## src/hdl/lpo_pkg.sv

```systemverilog
`timescale 1ns / 1ps
package lpo_pkg;

  typedef enum logic [4:0] {
    ST_IDLE,
    ST_M_POL,
    ST_D_POL,
    ST_M_LDR,
    ST_D_LDR,
    ST_M_T1,
    ST_M_SQ,
    ST_D_T2,
    ST_M_GAIN,
    ST_M_COST,
    ST_M_DT,
    ST_M_DF,
    ST_D_MOD,
    ST_D_PCT,
    ST_NEXT,
    ST_D_MLV,
    ST_D_REL,
    ST_D_MLD,
    ST_D_LATE,
    ST_EMIT
  } lpo_state_e;

  typedef enum logic [2:0] {
    REG_RETENTION = 3'd0,
    REG_GAIN      = 3'd1,
    REG_DAMAGE    = 3'd2,
    REG_DISCOUNT  = 3'd3,
    REG_CRITICAL  = 3'd4,
    REG_INITIAL   = 3'd5,
    REG_YPD       = 3'd6
  } lpo_reg_e;

  localparam int unsigned MUL_A_W   = 64;
  localparam int unsigned MUL_B_W   = 32;
  localparam int unsigned MUL_DIG_W = 4;
  localparam int unsigned DIV_W     = 64;
  localparam int unsigned DIV_CNT_W = 7;

  typedef struct packed {
    logic                 start;
    logic [DIV_CNT_W-1:0] iters;
  } lpo_div_req_t;

  // Quotient bit counts per division, bounded over the parameter ranges.
  localparam int unsigned DEC_IT  = 51;
  localparam int unsigned T2_IT   = 58;
  localparam int unsigned MOD_IT  = 7;
  localparam int unsigned PCT_IT  = 44;
  localparam int unsigned SUM_IT  = 36;
  localparam int unsigned REL_IT  = 24;
  localparam int unsigned LATE_IT = 47;

  localparam logic [27:0] M28 = 28'hFFFFFFF;
  localparam logic [34:0] M35 = 35'h7FFFFFFFF;
  localparam logic [23:0] M24 = 24'hFFFFFF;

  localparam logic signed [63:0] U40_HI = 64'sh0000_007F_FFFF_FFFF;
  localparam logic signed [63:0] U40_LO = 64'shFFFF_FF80_0000_0000;
  localparam logic signed [63:0] L46_HI = 64'sh0000_1FFF_FFFF_FFFF;
  localparam logic signed [63:0] L46_LO = 64'shFFFF_E000_0000_0000;

  localparam logic [15:0] RST_RETENTION = 16'd27525;
  localparam logic [15:0] RST_GAIN      = 16'd26214;
  localparam logic [15:0] RST_DAMAGE    = 16'd5243;
  localparam logic [15:0] RST_DISCOUNT  = 16'd64225;
  localparam logic [27:0] RST_CRITICAL  = 28'd524288;
  localparam logic [27:0] RST_INITIAL   = 28'd0;
  localparam logic [6:0]  RST_YPD       = 7'd5;
  localparam logic [16:0] DF_ONE        = 17'h10000;

  function automatic longint unsigned pow10(input int unsigned d);
    longint unsigned p;
    p = 1;
    for (int k = 0; k < 6; k++) begin
      if (k < d) p = p * 10;
    end
    return p;
  endfunction

endpackage

```

## src/hdl/lake_phosphorus_objective_sim.sv

```systemverilog
`timescale 1ns / 1ps
// Shallow lake phosphorus objective simulator.
// Input channel (in_valid_i/in_ready_o) takes one simulated year per
// transaction: human load, natural inflow and a last-year mark. The output
// channel (out_valid_o/out_ready_i) carries one transaction of run objectives
// after the year marked last; other years give no output.
// Configuration registers are written through cfg_we_i/cfg_addr_i/cfg_wdata_i;
// the user must write them only while no year is in flight; the block does not check.
// Each year passes a sequencer over one shared digit-serial multiplier (four
// bits a cycle) and one shared restoring divider (one quotient bit a cycle).
// A year runs eight products and four divisions, two of them rounding
// divisions of the loads, and one more division on a decision boundary. The
// last year adds up to four divisions for the means. in_ready_o is high only
// when the sequencer is idle.
// Reset restores the register defaults, clears the run and drops out_valid_o.
// While the receiver stalls the result stays held; years keep being taken,
// and a following last year waits before its result is loaded.
module lake_phosphorus_objective_sim #(
  parameter int unsigned YEARS        = 100,
  parameter int unsigned ROUND_DIGITS = 3,
  parameter int unsigned FRAC_BITS    = 20
) (
  input  logic               clk_i,
  input  logic               rst_ni,
  input  logic               cfg_we_i,
  input  logic [2:0]         cfg_addr_i,
  input  logic [27:0]        cfg_wdata_i,
  input  logic               in_valid_i,
  output logic               in_ready_o,
  input  logic [27:0]        human_load_i,
  input  logic [27:0]        natural_inflow_i,
  input  logic               last_year_i,
  output logic               out_valid_o,
  input  logic               out_ready_i,
  output logic [27:0]        mean_level_o,
  output logic signed [39:0] discounted_utility_o,
  output logic signed [39:0] first_utility_o,
  output logic signed [39:0] late_mean_utility_o,
  output logic [16:0]        reliability_o,
  output logic [27:0]        mean_load_o,
  output logic [23:0]        max_inertia_o,
  output logic               saturated_o
);

  localparam logic [7:0]  HalfYears = 8'(YEARS / 2);
  localparam logic [63:0] P10       = 64'(lpo_pkg::pow10(ROUND_DIGITS));
  localparam logic [63:0] P10Half   = P10 >> 1;
  localparam logic [63:0] FbOne     = 64'(1) << FRAC_BITS;
  localparam logic [63:0] FbHalf    = 64'(1) << (FRAC_BITS - 1);
  localparam logic [63:0] RndQ16    = 64'd32768;

  lpo_pkg::lpo_state_e state_q, state_d;
  logic launched_q, launched_d;

  logic [15:0] ret_q, ug_q, dc_q, dr_q;
  logic [27:0] crit_q, init_q;
  logic [6:0]  ypd_q;

  logic [6:0]         year_q, rc_q;
  logic [27:0]        lake_q, prev_q;
  logic [34:0]        lsum_q, dsum_q;
  logic [16:0]        df_q;
  logic signed [39:0] usum_q, first_q;
  logic signed [45:0] late_q;
  logic [23:0]        imax_q;
  logic               sat_q;
  logic               out_valid_q;

  logic [27:0]        ld_q, nat_q, x_q, pol_q, ldr_q, gain_q;
  logic               last_q;
  logic [49:0]        tmp_q;
  logic [28:0]        t1_q;
  logic [45:0]        sq_q;
  logic signed [39:0] u_q;
  logic [27:0]        mlv_q, mld_q;
  logic [16:0]        rel_q;
  logic [39:0]        lateo_q;

  logic [27:0]        mean_level_q, mean_load_q;
  logic signed [39:0] dutil_q, futil_q, lutil_q;
  logic [16:0]        rel_out_q;
  logic [23:0]        imax_out_q;
  logic               sat_out_q;

  logic        mul_start, mul_done;
  logic [63:0] mul_a, mul_res;
  logic [31:0] mul_b;
  lpo_pkg::lpo_div_req_t div_req;
  logic        div_done;
  logic [63:0] div_num, div_den, div_quo, div_rem;

  logic is_mul, is_div, unit_done, step_done, accept, emit;
  logic [7:0]  n_w, lc_w;
  logic [6:0]  ypd_eff;
  logic [63:0] dec_num, t2_den, t2_num, pct_num, cost, xsum, late_mag_sum;
  logic [27:0] ld_diff, xn, q28;
  logic        q28_sat;
  logic [45:0] late_mag;
  logic signed [63:0] udiff, dt, usum_new, late_new;

  lpo_mul u_mul (
    .clk_i   (clk_i),
    .rst_ni  (rst_ni),
    .start_i (mul_start),
    .a_i     (mul_a),
    .b_i     (mul_b),
    .done_o  (mul_done),
    .prod_o  (mul_res)
  );

  lpo_div u_div (
    .clk_i  (clk_i),
    .rst_ni (rst_ni),
    .req_i  (div_req),
    .num_i  (div_num),
    .den_i  (div_den),
    .done_o (div_done),
    .quo_o  (div_quo),
    .rem_o  (div_rem)
  );

  // datapath terms
  always_comb begin
    n_w      = {1'b0, year_q} + 8'd1;
    lc_w     = (n_w > HalfYears) ? n_w - HalfYears : 8'd0;
    ypd_eff  = (ypd_q == 7'd0) ? 7'd1 : ypd_q;
    dec_num  = (((64'(tmp_q) + FbHalf) >> FRAC_BITS) << FRAC_BITS) + P10Half;
    t2_den   = FbOne + 64'(sq_q);
    t2_num   = (64'(sq_q) << FRAC_BITS) + (t2_den >> 1);
    ld_diff  = (ld_q > prev_q) ? ld_q - prev_q : prev_q - ld_q;
    pct_num  = (64'(ld_diff) << 14) + (64'(ld_diff) << 13) + (64'(ld_diff) << 10)
             + 64'(prev_q >> 1);
    late_mag = late_q[45] ? 46'(-late_q) : 46'(late_q);
    late_mag_sum = 64'(late_mag) + 64'(lc_w >> 1);
    q28_sat  = div_quo > 64'(lpo_pkg::M28);
    q28      = q28_sat ? lpo_pkg::M28 : div_quo[27:0];
    xsum     = 64'(t1_q) + div_quo + 64'(pol_q);
    xn       = (xsum > 64'(lpo_pkg::M28)) ? lpo_pkg::M28 : xsum[27:0];
    cost     = (mul_res + RndQ16) >> 16;
    udiff    = $signed({36'd0, gain_q}) - $signed(cost);
    dt       = $signed(mul_res + RndQ16) >>> 16;
    usum_new = $signed({{24{usum_q[39]}}, usum_q}) + dt;
    late_new = $signed({{18{late_q[45]}}, late_q}) + $signed({{24{u_q[39]}}, u_q});
  end

  always_ff @(posedge clk_i or negedge rst_ni) begin
    if (!rst_ni) begin
      state_q    <= lpo_pkg::ST_IDLE;
      launched_q <= 1'b0;
    end else begin
      state_q    <= state_d;
      launched_q <= launched_d;
    end
  end

  always_comb begin
    is_mul = state_q inside {lpo_pkg::ST_M_POL, lpo_pkg::ST_M_LDR, lpo_pkg::ST_M_T1,
                             lpo_pkg::ST_M_SQ, lpo_pkg::ST_M_GAIN, lpo_pkg::ST_M_COST,
                             lpo_pkg::ST_M_DT, lpo_pkg::ST_M_DF};
    is_div = state_q inside {lpo_pkg::ST_D_POL, lpo_pkg::ST_D_LDR, lpo_pkg::ST_D_T2,
                             lpo_pkg::ST_D_MOD, lpo_pkg::ST_D_PCT, lpo_pkg::ST_D_MLV,
                             lpo_pkg::ST_D_REL, lpo_pkg::ST_D_MLD, lpo_pkg::ST_D_LATE};
    unit_done  = is_mul ? mul_done : div_done;
    step_done  = launched_q && unit_done;
    mul_start  = is_mul && !launched_q;
    div_req.start = is_div && !launched_q;
    launched_d = (is_mul || is_div) && !step_done;
    in_ready_o = (state_q == lpo_pkg::ST_IDLE);
    accept     = in_valid_i && in_ready_o;
    emit       = (state_q == lpo_pkg::ST_EMIT) && (!out_valid_q || out_ready_i);

    mul_a         = '0;
    mul_b         = '0;
    div_num       = '0;
    div_den       = 64'd1;
    div_req.iters = 7'd1;
    state_d       = state_q;

    case (state_q)
      lpo_pkg::ST_IDLE: if (accept) state_d = lpo_pkg::ST_M_POL;
      lpo_pkg::ST_M_POL: begin
        mul_a = 64'(ld_q) + 64'(nat_q);
        mul_b = P10[31:0];
        if (step_done) state_d = lpo_pkg::ST_D_POL;
      end
      lpo_pkg::ST_D_POL, lpo_pkg::ST_D_LDR: begin
        div_num       = dec_num << (64 - lpo_pkg::DEC_IT);
        div_den       = P10;
        div_req.iters = 7'(lpo_pkg::DEC_IT);
        if (step_done) begin
          state_d = (state_q == lpo_pkg::ST_D_POL) ? lpo_pkg::ST_M_LDR : lpo_pkg::ST_M_T1;
        end
      end
      lpo_pkg::ST_M_LDR: begin
        mul_a = 64'(ld_q);
        mul_b = P10[31:0];
        if (step_done) state_d = lpo_pkg::ST_D_LDR;
      end
      lpo_pkg::ST_M_T1: begin
        mul_a = 64'(x_q);
        mul_b = 32'(lpo_pkg::DF_ONE - {1'b0, ret_q});
        if (step_done) state_d = lpo_pkg::ST_M_SQ;
      end
      lpo_pkg::ST_M_SQ: begin
        mul_a = 64'(x_q);
        mul_b = 32'(x_q);
        if (step_done) state_d = lpo_pkg::ST_D_T2;
      end
      lpo_pkg::ST_D_T2: begin
        div_num       = t2_num << (64 - lpo_pkg::T2_IT);
        div_den       = t2_den;
        div_req.iters = 7'(lpo_pkg::T2_IT);
        if (step_done) state_d = lpo_pkg::ST_M_GAIN;
      end
      lpo_pkg::ST_M_GAIN: begin
        mul_a = 64'(ldr_q);
        mul_b = 32'(ug_q);
        if (step_done) state_d = lpo_pkg::ST_M_COST;
      end
      lpo_pkg::ST_M_COST: begin
        mul_a = 64'(sq_q);
        mul_b = 32'(dc_q);
        if (step_done) state_d = lpo_pkg::ST_M_DT;
      end
      lpo_pkg::ST_M_DT: begin
        mul_a = {{24{u_q[39]}}, u_q};
        mul_b = 32'(df_q);
        if (step_done) state_d = lpo_pkg::ST_M_DF;
      end
      lpo_pkg::ST_M_DF: begin
        mul_a = 64'(df_q);
        mul_b = 32'(dr_q);
        if (step_done) state_d = lpo_pkg::ST_D_MOD;
      end
      lpo_pkg::ST_D_MOD: begin
        div_num       = 64'(year_q) << (64 - lpo_pkg::MOD_IT);
        div_den       = 64'(ypd_eff);
        div_req.iters = 7'(lpo_pkg::MOD_IT);
        if (step_done) begin
          if (div_rem == '0 && year_q != 7'd0 && prev_q != 28'd0) begin
            state_d = lpo_pkg::ST_D_PCT;
          end else begin
            state_d = lpo_pkg::ST_NEXT;
          end
        end
      end
      lpo_pkg::ST_D_PCT: begin
        div_num       = pct_num << (64 - lpo_pkg::PCT_IT);
        div_den       = 64'(prev_q);
        div_req.iters = 7'(lpo_pkg::PCT_IT);
        if (step_done) state_d = lpo_pkg::ST_NEXT;
      end
      lpo_pkg::ST_NEXT: state_d = last_q ? lpo_pkg::ST_D_MLV : lpo_pkg::ST_IDLE;
      lpo_pkg::ST_D_MLV: begin
        div_num       = (64'(lsum_q) + 64'(n_w >> 1)) << (64 - lpo_pkg::SUM_IT);
        div_den       = 64'(n_w);
        div_req.iters = 7'(lpo_pkg::SUM_IT);
        if (step_done) state_d = lpo_pkg::ST_D_REL;
      end
      lpo_pkg::ST_D_REL: begin
        div_num       = ((64'(rc_q) << 16) + 64'(n_w >> 1)) << (64 - lpo_pkg::REL_IT);
        div_den       = 64'(n_w);
        div_req.iters = 7'(lpo_pkg::REL_IT);
        if (step_done) state_d = lpo_pkg::ST_D_MLD;
      end
      lpo_pkg::ST_D_MLD: begin
        div_num       = (64'(dsum_q) + 64'(n_w >> 1)) << (64 - lpo_pkg::SUM_IT);
        div_den       = 64'(n_w);
        div_req.iters = 7'(lpo_pkg::SUM_IT);
        if (step_done) begin
          state_d = (lc_w != 8'd0) ? lpo_pkg::ST_D_LATE : lpo_pkg::ST_EMIT;
        end
      end
      lpo_pkg::ST_D_LATE: begin
        div_num       = late_mag_sum << (64 - lpo_pkg::LATE_IT);
        div_den       = 64'(lc_w);
        div_req.iters = 7'(lpo_pkg::LATE_IT);
        if (step_done) state_d = lpo_pkg::ST_EMIT;
      end
      lpo_pkg::ST_EMIT: if (emit) state_d = lpo_pkg::ST_IDLE;
      default: state_d = lpo_pkg::ST_IDLE;
    endcase
  end

  // configuration and run state
  always_ff @(posedge clk_i or negedge rst_ni) begin
    if (!rst_ni) begin
      ret_q       <= lpo_pkg::RST_RETENTION;
      ug_q        <= lpo_pkg::RST_GAIN;
      dc_q        <= lpo_pkg::RST_DAMAGE;
      dr_q        <= lpo_pkg::RST_DISCOUNT;
      crit_q      <= lpo_pkg::RST_CRITICAL;
      init_q      <= lpo_pkg::RST_INITIAL;
      ypd_q       <= lpo_pkg::RST_YPD;
      year_q      <= '0;
      lake_q      <= '0;
      prev_q      <= '0;
      lsum_q      <= '0;
      df_q        <= lpo_pkg::DF_ONE;
      usum_q      <= '0;
      first_q     <= '0;
      late_q      <= '0;
      rc_q        <= '0;
      dsum_q      <= '0;
      imax_q      <= '0;
      sat_q       <= 1'b0;
      out_valid_q <= 1'b0;
    end else begin
      if (cfg_we_i) begin
        case (lpo_pkg::lpo_reg_e'(cfg_addr_i))
          lpo_pkg::REG_RETENTION: ret_q  <= cfg_wdata_i[15:0];
          lpo_pkg::REG_GAIN:      ug_q   <= cfg_wdata_i[15:0];
          lpo_pkg::REG_DAMAGE:    dc_q   <= cfg_wdata_i[15:0];
          lpo_pkg::REG_DISCOUNT:  dr_q   <= cfg_wdata_i[15:0];
          lpo_pkg::REG_CRITICAL:  crit_q <= cfg_wdata_i;
          lpo_pkg::REG_INITIAL:   init_q <= cfg_wdata_i;
          lpo_pkg::REG_YPD:       ypd_q  <= cfg_wdata_i[6:0];
          default: ;
        endcase
      end

      if (emit) begin
        out_valid_q <= 1'b1;
      end else if (out_ready_i) begin
        out_valid_q <= 1'b0;
      end

      if (step_done) begin
        case (state_q)
          lpo_pkg::ST_D_POL: if (q28_sat) sat_q <= 1'b1;
          lpo_pkg::ST_D_LDR: begin
            if (q28_sat) sat_q <= 1'b1;
            if (36'(dsum_q) + 36'(q28) > 36'(lpo_pkg::M35)) begin
              dsum_q <= lpo_pkg::M35;
              sat_q  <= 1'b1;
            end else begin
              dsum_q <= dsum_q + 35'(q28);
            end
          end
          lpo_pkg::ST_D_T2: begin
            lake_q <= xn;
            if (xsum > 64'(lpo_pkg::M28)) sat_q <= 1'b1;
            if (36'(lsum_q) + 36'(xn) > 36'(lpo_pkg::M35)) begin
              lsum_q <= lpo_pkg::M35;
              sat_q  <= 1'b1;
            end else begin
              lsum_q <= lsum_q + 35'(xn);
            end
            if (xn < crit_q) begin
              if (rc_q < 7'd127) rc_q <= rc_q + 7'd1;
              else sat_q <= 1'b1;
            end
          end
          lpo_pkg::ST_M_COST: begin
            if (udiff > lpo_pkg::U40_HI || udiff < lpo_pkg::U40_LO) sat_q <= 1'b1;
          end
          lpo_pkg::ST_M_DT: begin
            if (year_q == 7'd0) first_q <= u_q;
            if ({1'b0, year_q} >= HalfYears) begin
              if (late_new > lpo_pkg::L46_HI) begin
                late_q <= 46'(lpo_pkg::L46_HI);
                sat_q  <= 1'b1;
              end else if (late_new < lpo_pkg::L46_LO) begin
                late_q <= 46'(lpo_pkg::L46_LO);
                sat_q  <= 1'b1;
              end else begin
                late_q <= 46'(late_new);
              end
            end
            if (usum_new > lpo_pkg::U40_HI) begin
              usum_q <= 40'(lpo_pkg::U40_HI);
              sat_q  <= 1'b1;
            end else if (usum_new < lpo_pkg::U40_LO) begin
              usum_q <= 40'(lpo_pkg::U40_LO);
              sat_q  <= 1'b1;
            end else begin
              usum_q <= 40'(usum_new);
            end
          end
          lpo_pkg::ST_M_DF: df_q <= 17'((mul_res + RndQ16) >> 16);
          lpo_pkg::ST_D_MOD: begin
            if (div_rem == '0) begin
              if (year_q == 7'd0) begin
                prev_q <= ld_q;
              end else if (prev_q == 28'd0) begin
                imax_q <= lpo_pkg::M24;
                sat_q  <= 1'b1;
                prev_q <= ld_q;
              end
            end
          end
          lpo_pkg::ST_D_PCT: begin
            if (div_quo > 64'(lpo_pkg::M24)) begin
              imax_q <= lpo_pkg::M24;
              sat_q  <= 1'b1;
            end else if (div_quo[23:0] > imax_q) begin
              imax_q <= div_quo[23:0];
            end
            prev_q <= ld_q;
          end
          lpo_pkg::ST_D_MLD: if (lc_w == 8'd0) sat_q <= 1'b1;
          default: ;
        endcase
      end

      if (state_q == lpo_pkg::ST_NEXT && !last_q) begin
        if (year_q < 7'd127) year_q <= year_q + 7'd1;
        else sat_q <= 1'b1;
      end

      // drop the run once its result is loaded
      if (emit) begin
        year_q  <= '0;
        lake_q  <= '0;
        prev_q  <= '0;
        lsum_q  <= '0;
        df_q    <= lpo_pkg::DF_ONE;
        usum_q  <= '0;
        first_q <= '0;
        late_q  <= '0;
        rc_q    <= '0;
        dsum_q  <= '0;
        imax_q  <= '0;
        sat_q   <= 1'b0;
      end
    end
  end

  // working and result registers
  always_ff @(posedge clk_i) begin
    if (accept) begin
      ld_q   <= human_load_i;
      nat_q  <= natural_inflow_i;
      last_q <= last_year_i;
      x_q    <= (year_q == 7'd0) ? init_q : lake_q;
    end
    if (step_done) begin
      case (state_q)
        lpo_pkg::ST_M_POL, lpo_pkg::ST_M_LDR: tmp_q <= mul_res[49:0];
        lpo_pkg::ST_D_POL:  pol_q  <= q28;
        lpo_pkg::ST_D_LDR:  ldr_q  <= q28;
        lpo_pkg::ST_M_T1:   t1_q   <= 29'((mul_res + RndQ16) >> 16);
        lpo_pkg::ST_M_SQ:   sq_q   <= 46'((mul_res + FbHalf) >> FRAC_BITS);
        lpo_pkg::ST_M_GAIN: gain_q <= 28'((mul_res + RndQ16) >> 16);
        lpo_pkg::ST_M_COST: begin
          if (udiff > lpo_pkg::U40_HI) u_q <= 40'(lpo_pkg::U40_HI);
          else if (udiff < lpo_pkg::U40_LO) u_q <= 40'(lpo_pkg::U40_LO);
          else u_q <= 40'(udiff);
        end
        lpo_pkg::ST_D_MLV:  mlv_q <= div_quo[27:0];
        lpo_pkg::ST_D_REL:  rel_q <= div_quo[16:0];
        lpo_pkg::ST_D_MLD: begin
          mld_q   <= div_quo[27:0];
          lateo_q <= '0;
        end
        lpo_pkg::ST_D_LATE: lateo_q <= late_q[45] ? 40'(-div_quo) : div_quo[39:0];
        default: ;
      endcase
    end
    if (emit) begin
      mean_level_q <= mlv_q;
      dutil_q      <= usum_q;
      futil_q      <= first_q;
      lutil_q      <= lateo_q;
      rel_out_q    <= rel_q;
      mean_load_q  <= mld_q;
      imax_out_q   <= imax_q;
      sat_out_q    <= sat_q;
    end
  end

  assign out_valid_o          = out_valid_q;
  assign mean_level_o         = mean_level_q;
  assign discounted_utility_o = dutil_q;
  assign first_utility_o      = futil_q;
  assign late_mean_utility_o  = lutil_q;
  assign reliability_o        = rel_out_q;
  assign mean_load_o          = mean_load_q;
  assign max_inertia_o        = imax_out_q;
  assign saturated_o          = sat_out_q;

endmodule

```

## src/hdl/lpo_mul.sv

```systemverilog
`timescale 1ns / 1ps
module lpo_mul (
  input  logic                        clk_i,
  input  logic                        rst_ni,
  input  logic                        start_i,
  input  logic [lpo_pkg::MUL_A_W-1:0] a_i,
  input  logic [lpo_pkg::MUL_B_W-1:0] b_i,
  output logic                        done_o,
  output logic [lpo_pkg::MUL_A_W-1:0] prod_o
);

  localparam int unsigned Steps = lpo_pkg::MUL_B_W / lpo_pkg::MUL_DIG_W;
  localparam int unsigned CntW  = $clog2(Steps);

  logic [lpo_pkg::MUL_A_W-1:0] a_q, acc_q, acc_d, part;
  logic [lpo_pkg::MUL_B_W-1:0] b_q;
  logic [CntW-1:0]             cnt_q;
  logic                        busy_q, done_q;

  always_comb begin
    part  = a_q * lpo_pkg::MUL_A_W'(b_q[lpo_pkg::MUL_DIG_W-1:0]);
    acc_d = acc_q + part;
  end

  always_ff @(posedge clk_i or negedge rst_ni) begin
    if (!rst_ni) begin
      busy_q <= 1'b0;
      done_q <= 1'b0;
      cnt_q  <= '0;
    end else begin
      done_q <= 1'b0;
      if (start_i) begin
        busy_q <= 1'b1;
        cnt_q  <= '0;
      end else if (busy_q) begin
        cnt_q <= cnt_q + 1'b1;
        if (cnt_q == CntW'(Steps - 1)) begin
          busy_q <= 1'b0;
          done_q <= 1'b1;
        end
      end
    end
  end

  // advance one digit of b per cycle
  always_ff @(posedge clk_i) begin
    if (start_i) begin
      a_q   <= a_i;
      b_q   <= b_i;
      acc_q <= '0;
    end else if (busy_q) begin
      acc_q <= acc_d;
      a_q   <= a_q << lpo_pkg::MUL_DIG_W;
      b_q   <= b_q >> lpo_pkg::MUL_DIG_W;
    end
  end

  assign done_o = done_q;
  assign prod_o = acc_q;

endmodule

```

## src/hdl/lpo_div.sv

```systemverilog
`timescale 1ns / 1ps
module lpo_div (
  input  logic                      clk_i,
  input  logic                      rst_ni,
  input  lpo_pkg::lpo_div_req_t     req_i,
  input  logic [lpo_pkg::DIV_W-1:0] num_i,
  input  logic [lpo_pkg::DIV_W-1:0] den_i,
  output logic                      done_o,
  output logic [lpo_pkg::DIV_W-1:0] quo_o,
  output logic [lpo_pkg::DIV_W-1:0] rem_o
);

  localparam int unsigned W = lpo_pkg::DIV_W;

  logic [W-1:0]                  num_q, den_q, rem_q, rem_d;
  logic [W:0]                    trial, diff;
  logic                          ge;
  logic [lpo_pkg::DIV_CNT_W-1:0] cnt_q, iters_q;
  logic                          busy_q, done_q;

  always_comb begin
    trial = {rem_q, num_q[W-1]};
    diff  = trial - {1'b0, den_q};
    ge    = trial >= {1'b0, den_q};
    rem_d = ge ? diff[W-1:0] : trial[W-1:0];
  end

  always_ff @(posedge clk_i or negedge rst_ni) begin
    if (!rst_ni) begin
      busy_q <= 1'b0;
      done_q <= 1'b0;
      cnt_q  <= '0;
    end else begin
      done_q <= 1'b0;
      if (req_i.start) begin
        busy_q <= 1'b1;
        cnt_q  <= '0;
      end else if (busy_q) begin
        cnt_q <= cnt_q + 1'b1;
        if (cnt_q == iters_q - 1'b1) begin
          busy_q <= 1'b0;
          done_q <= 1'b1;
        end
      end
    end
  end

  // one quotient bit per cycle
  always_ff @(posedge clk_i) begin
    if (req_i.start) begin
      num_q   <= num_i;
      den_q   <= den_i;
      rem_q   <= '0;
      iters_q <= req_i.iters;
    end else if (busy_q) begin
      rem_q <= rem_d;
      num_q <= {num_q[W-2:0], ge};
    end
  end

  assign done_o = done_q;
  assign quo_o  = num_q;
  assign rem_o  = rem_q;

endmodule

```

## config.mk

```make
export PLATFORM = sky130hd
export DESIGN_NAME = lake_phosphorus_objective_sim
export DESIGN_NICKNAME = d
export VERILOG_FILES = /design/src/hdl/lpo_pkg.sv /design/src/hdl/lake_phosphorus_objective_sim.sv /design/src/hdl/lpo_mul.sv /design/src/hdl/lpo_div.sv
export SDC_FILE = /design/constraint.sdc
export NUM_CORES = 2
export LEC_CHECK = 0
export ABC_AREA = 1
export BUFFER_PORTS_ARGS = -buffer_cell sky130_fd_sc_hd__buf_2
export CAP_MARGIN = 20
export CORE_MARGIN = 2
export CORE_UTILIZATION = 25
export DETAILED_ROUTE_END_ITERATION = 7
export SLEW_MARGIN = 20
export SYNTH_ARGS = -nofsm -noshare
export SYNTH_HDL_FRONTEND = slang
export SYNTH_SLANG_ARGS = --single-unit
```

## constraint.sdc

```tcl
create_clock -name clk_i -period 10.9 [get_ports clk_i]
set_input_delay 3.27 -clock clk_i [delete_from_list [all_inputs] [get_ports clk_i]]
set_output_delay 3.27 -clock clk_i [all_outputs]
set_load 0.01 [all_outputs]
```

## Yosys cells after proc, flatten, opt, wreduce, memory -nomap -nowiden

Index checks and enable logic that the tools add are counted.

| word-level totals | value |
|---|---|
| flip-flop bits (word level) | 1478 |

| operators by class | value |
|---|---|
| equality and inequality tests | 50 |
| magnitude comparators | 19 |
| add/subtract/negate cells | 37 |
| multiply operators | 1 |
| mux-type cells | 137 |
| reduce and logical (&&, ||, !) cells | 78 |

Operators with widths:

| cell | number |
|---|---|
| $pmux W64 S8 | 1 |
| $pmux W64 S7 | 1 |
| $mux W40 | 11 |
| $mux W28 | 12 |
| $mux W46 | 7 |
| $mux W64 | 5 |
| $mux W35 | 8 |
| $pmux W45 S6 | 1 |
| $pmux W32 S7 | 1 |
| $mux W24 | 7 |
| $gt A64 B28 Y1 const B | 2 |
| $gt A49 B40 Y1 const B | 2 |
| $lt A49 B40 Y1 const B | 2 |
| $pmux W5 S19 | 1 |
| $mux W5 | 18 |
| $pmux W40 S2 | 1 |
| $mux W7 | 11 |
| $add A35 B28 Y36 | 2 |
| $add A35 B7 Y36 | 2 |
| $gt A36 B35 Y1 const B | 2 |
| $add A35 B28 Y35 | 2 |
| $ge A65 B64 Y1 | 1 |
| $add A29 B64 Y64 | 1 |
| $add A64 B16 Y64 const B | 1 |
| other kinds (83) | 220 |

## Logic depth before layout (Yosys ltp)

| depth | value |
|---|---|
| word-level depth | 14 |
| mapped depth | 46 |

## Cells and area by module

Synthesis repeated with hierarchy kept, for this count alone.

| second synthesis, totals | value |
|---|---|
| cells, all modules | 14296 |
| area total of the unflattened synthesis | 107855.9 um^2 |

By module, submodules not included:

| module | seq. area each (um^2) | instances | area an instance (um^2) | cells each |
|---|---|---|---|---|
| lake_phosphorus_objective_sim | 30446.7 | 1 | 74117.3 | 9140 |
| lpo_mul | 4289.1 | 1 | 18915.6 | 2941 |
| lpo_div | 5560.3 | 1 | 14823.0 | 2215 |

## Worst setup path before layout

Ideal clock, no wire load.

| timing | value |
|---|---|
| path kind | input port to flip-flop |
| start | input port out_ready_i |
| end | register dutil_q[0], in the netlist discounted_utility_o[0] (enable) |
| stages on the path | 4 |
| path slack | 0.259 ns |
| path buffers | 2 |
| library setup time | 0.668 ns |
| data arrival time | 9.973 ns |
| path through | nor2_1 nor2_1 clkbuf_1 clkbuf_1 |

| between the ends | value |
|---|---|
| cells in the longest elaborated chain, start to end | 2 |

RTL lines:

| item | RTL line | RTL |
|---|---|---|
| start: declaration | lake_phosphorus_objective_sim.sv:34 | `input logic out_ready_i,` |
| $logic_or A1 B1 Y1 | lake_phosphorus_objective_sim.sv:170 | `emit = (state_q == lpo_pkg::ST_EMIT) && (!out_valid_q \|\| out_ready_i);` |
| $logic_and A1 B1 Y1 | lake_phosphorus_objective_sim.sv:170 |  |
| via emit | lake_phosphorus_objective_sim.sv:92 | `logic is_mul, is_div, unit_done, step_done, accept, emit;` |
| end signal: assignment | lake_phosphorus_objective_sim.sv:462 | `dutil_q <= usum_q;` |
| end: declaration | lake_phosphorus_objective_sim.sv:80 | `logic signed [39:0] dutil_q, futil_q, lutil_q;` |

The timed path passes the listed nets, and every way through them passes these cells.
A chain may end at the register's enable or synchronous reset.

## Final worst setup path

| timing | value |
|---|---|
| start | register u_div.num_q[1], in the netlist u_div.quo_o[1] |
| end | register lsum_q[7] |

| between the ends | value |
|---|---|
| cells in the longest elaborated chain, start to end | 10 |
| elaborated cells between the ends (all ways) | 11 |
| classes of those cells | add/sub (4); order compare (2); mux (5) |

RTL lines:

| item | RTL line | RTL |
|---|---|---|
| start: declaration | lpo_div.sv:15 | `logic [W-1:0] num_q, den_q, rem_q, rem_d;` |
| start signal: assignment | lpo_div.sv:51 | `num_q <= num_i;` |
| start signal: assignment | lpo_div.sv:57 | `num_q <= {num_q[W-2:0], ge};` |
| $add A29 B64 Y64 * | lake_phosphorus_objective_sim.sv:137 | `xsum = 64'(t1_q) + div_quo + 64'(pol_q);` |
| $add A64 B28 Y64 * | lake_phosphorus_objective_sim.sv:137 |  |
| $gt A64 B28 Y1 | lake_phosphorus_objective_sim.sv:138 | `xn = (xsum > 64'(lpo_pkg::M28)) ? lpo_pkg::M28 : xsum[27:0];` |
| $mux W28 * | lake_phosphorus_objective_sim.sv:138 |  |
| $add A35 B28 Y36 | lake_phosphorus_objective_sim.sv:343 | `if (36'(lsum_q) + 36'(xn) > 36'(lpo_pkg::M35)) begin` |
| $gt A36 B35 Y1 | lake_phosphorus_objective_sim.sv:343 |  |
| $mux W35 * | lake_phosphorus_objective_sim.sv:343 |  |
| $mux W35 * | lake_phosphorus_objective_sim.sv:329 | `case (state_q)` |
| $mux W35 * | lake_phosphorus_objective_sim.sv:328 | `if (step_done) begin` |
| $mux W35 * | lake_phosphorus_objective_sim.sv:412 | `if (emit) begin` |
| end signal: assignment | lake_phosphorus_objective_sim.sv:344 | `lsum_q <= lpo_pkg::M35;` |
| end signal: assignment | lake_phosphorus_objective_sim.sv:347 | `lsum_q <= lsum_q + 35'(xn);` |
| end: declaration | lake_phosphorus_objective_sim.sv:61 | `logic [34:0] lsum_q, dsum_q;` |

Mark *: on every way between the ends. The rest lies on a longest branch, timed or not. The select of a mux whose other input is x is not followed.

==> reports/summary.md <==
Setup path
- clkinv_1 — CP max-delay cell
- 9.49 ns — crit path DAT
- u_div.quo_o[1] — Crit. Startpoint
- register — CP Capture Type
- 26 — maximum net fanout on the critical path
- nand2_1 — cell with the most instances on the worst path
- 0.78 ns — largest stage delay on the critical path
- 5 — Buffers & Inverters on Critical Path
- simple AND/OR/NAND/NOR gates — family of cells with the greatest summed delay on the critical path
- register — type of element launching the critical path
- 11.80 ns — data required time of the worst path
- u_div.quo_o[1] — reg2reg start
- reg -> reg — Worst Path Class, Setup

Global route
- 0 — Congestion Overflow GR
- 48 — antenna violations before repair
- 85800 — number of global-route vias before repair
- 21.4% — Overall Global Routing Usage
- 141 — largest net degree at the start of global routing
- 631000 um — global-route wire length before repair

Logic synthesis
- 1435 — flop and latch count out of synthesis
- 12300 — Mapped Cells
- edfxtp_1, dfrtp_1, nand2_1 — cells taking the most area after synthesis
- simple AND/OR/NAND/NOR gates — combinational family with the most area after synthesis
- 25.6% — share of Yosys cell area claimed by the top area cell type
- edfxtp_1 — cell accounting for the most synthesized area
- 85 — unique cell type count in the Yosys netlist
- 851 — count of flip-flops with a built-in enable after synthesis
- 12.3% — fraction of the mapped netlist area in adder cells
- 13200 — net count after synthesis
- 39.7% — sequential area share after synthesis
- 19.5% — share of synthesized cell area in and, or, nand and nor gates
- 15.4% — Synth Area in Compound Gates
- 0.102% — mux share of post-synthesis cell area
- 0 — yosys synthesis warning count
- 4.50% — Synth Area in XOR/XNOR
- edfxtp_1 — predominant post-synthesis flop cell
- 31.8% — async set or reset register ratio after synthesis
- 8.09 um2 — mean cell area of the mapped netlist
- 99800 um2 — post-synthesis instance area

Min path
- reg -> reg — worst hold path type
- mld_q[8] — launch point of the worst hold path

CTS
- 176 — Inserted Clock Buffers
- 4 — H-tree depth
- built — clock tree from TritonCTS
- 0 — number of gates given a new drive strength after cts
- 0.96 ns — latest clock arrival within the worst-skew pair
- clkbuf_16 — root buf cell
- 1435 — clock sink count
- 0 — buffers inserted during post-CTS setup optimization
- 0.06 ns — clock-pin slew on the worst setup and hold paths
- 4 — Bufs on Longest Clock Path
- 0 — number of hold-repair buffers added at the cts stage

Timing
- false — unrepaired setup endpoints after global routing
- 116 MHz — fmax
- 0 ns — Setup TNS Final
- 0 — final number of max-transition violations
- 8.59 ns — Min Clock Period, post-route
- 15.5% — worst relative slew slack
- 78.8% — part of the cycle the worst path needs
- 0 — Hold Fails Final Rpt
- 0 — final setup fails
- 1.27 ns — Least-Margin Pin Slew
- 0.123 ns — worst clock skew

Floorplanning
- 313 — boundary pin count
- 636 um — Die Span Y
- 25.1% — starting density of the core
- 398000 um2 — standard cell core area
- 232 — number of cell rows
- 636 um — die width
- 404000 um2 — die outline area

Drt
- 10500 — Iteration-0 DRC Markers
- 449000 um — total routed wirelength
- 6 — detailed-routing iteration count for the pre-antenna-repair pass
- 24.9 um — wire length per cell
- 0 — DRC violations left
- 91100 — via count
- 0 — Routed Antenna Nets
- 5.05 — detail-routed via count per cell

Place
- 1.07 — global placement routability congestion
- 363000 um — HPWL reported at the end of detailed placement
- 312 — number of buffers added on ports

Finish
- 14.3% — layout overhead on the synthesized area
- 13500 — count of nets after finishing
- 8.09% — proportion of layout cells with a drive suffix above 1

Outcome
- completed — result of the run

Flow run
- 0 — count of max-cap constraint violations

cell usage in the layout (no fill, tap or decap), drive strengths merged, types with 182 or more instances in the layout:
cell / count
nand3: 502
nand2: 2471
edfxtp: 851
ha: 563
clkbuf: 207
xnor2: 182
a21oi: 901
buf: 433
fa: 262
inv: 1908
nor2: 1154
nor3: 220
o21ai: 1040
dfrtp: 418
xor2: 323
area by class of cell:
cell class	count	area [um2]
Sequential cell	1435	39600
Clock inverter	117	1490
Clock buffer	207	4690
Timing Repair Buffer	433	2530
Fill cell	43000	284000
Multi-Input combinational cell	8656	52000
Inverter	1903	7150
Antenna cell	21	52.6
Tap cell	5265	6590
cells by family (layout without fill, tap and decap cells):
| logic type | count (synthesis) | count (layout) |
|---|---|---|
| AOI/OAI and AO/OA | 2675 | 2675 |
| DFF | 1435 | 1435 |
| buffers and inverters | 2240 | 2660 |
| and+or+nand+nor | 4641 | 4641 |
| muxes | 10 | 10 |
| xor gates and xnor gates | 505 | 505 |
| adders and majority gates | 825 | 825 |
| other | 0 | 21 |
state kept, by name (all words and copies together) (netlist names), 44 cells and up:
| signal | flops |
|---|---|
| u_mul.prod_o | 64 |
| u_div.quo_o | 64 |
| late_q | 46 |
| u_div.rem_o | 64 |
| u_div.den_q | 45 |
| u_mul.a_q | 64 |
| sq_q | 44 |
metrics by stage:
| stage | instances | worst slack (ns) | hold slack, ns | util (%) | cell area (um2) |
|---|---|---|---|---|---|
| global route | 18000 | 1.63 | 0.409 | 28.6 | 114000 |
| detailed placement | 17700 | 2.43 | 0.405 | 27.1 | 108000 |
| global placement | 17700 | 2.55 | 0.400 | 27.1 | 108000 |
| floorplan | 12300 | 0.259 | 0.400 | - | 99800 |
| CTS | 18000 | 2.43 | 0.391 | 28.6 | 114000 |
| finish | 18000 | 2.31 | 0.387 | 28.6 | 114000 |
path summary, 6_finish.rpt:
check                            endpoint  slack, ns  cells past startpoint
hold / removal             mean_load_o[8]       0.39                      0
setup reg to reg                lsum_q[7]       2.31                     41
hold reg to reg            mean_load_o[8]       0.39                      0
setup / recovery                lsum_q[7]       2.31                     41
min in group asynchronous      first_q[5]       2.38                      1
max in group asynchronous      imax_q[21]       7.02                      2
routing by layer:
metal	up-vias	GRT usage (%)	part of all wire [%]
met4	26	13.4	7.3
met3	827	3.52	8.2
met1	44200	29.3	43
li1	41900	-	-
met5	-	0	0.035
met2	4056	31.4	41
cells in the mapped netlist (11+ instances only):
cell / instances
dfstp_2: 38
a2111oi_0: 14
o21ai_0: 976
nor2_4: 13
a21o_1: 31
inv_2: 34
nor3_2: 19
o21a_1: 56
dfxtp_1: 128
nor4_1: 73
o2111ai_1: 19
a211oi_1: 17
nor2_1: 1118
fa_1: 262
a22oi_1: 20
nand4_1: 116
or2_2: 58
o21ai_2: 14
o31ai_1: 21
nand3_1: 498
clkbuf_1: 265
nand2_1: 2449
ha_1: 563
nand3b_1: 15
a221oi_1: 51
dfrtp_1: 418
inv_1: 1859
buf_2: 34
o22ai_1: 74
and3_1: 11
a21oi_1: 898
a41oi_1: 31
a31oi_1: 136
a21boi_0: 15
nor2_2: 23
nor3_1: 196
xor2_1: 316
buf_1: 26
o211ai_1: 122
xnor2_1: 181
o21ai_1: 50
nand2_2: 19
o221ai_1: 52
edfxtp_1: 851
o21bai_1: 24
Power is not shown: default switching activity piles up to over one toggle a cycle in this logic, so the estimate is an artifact.
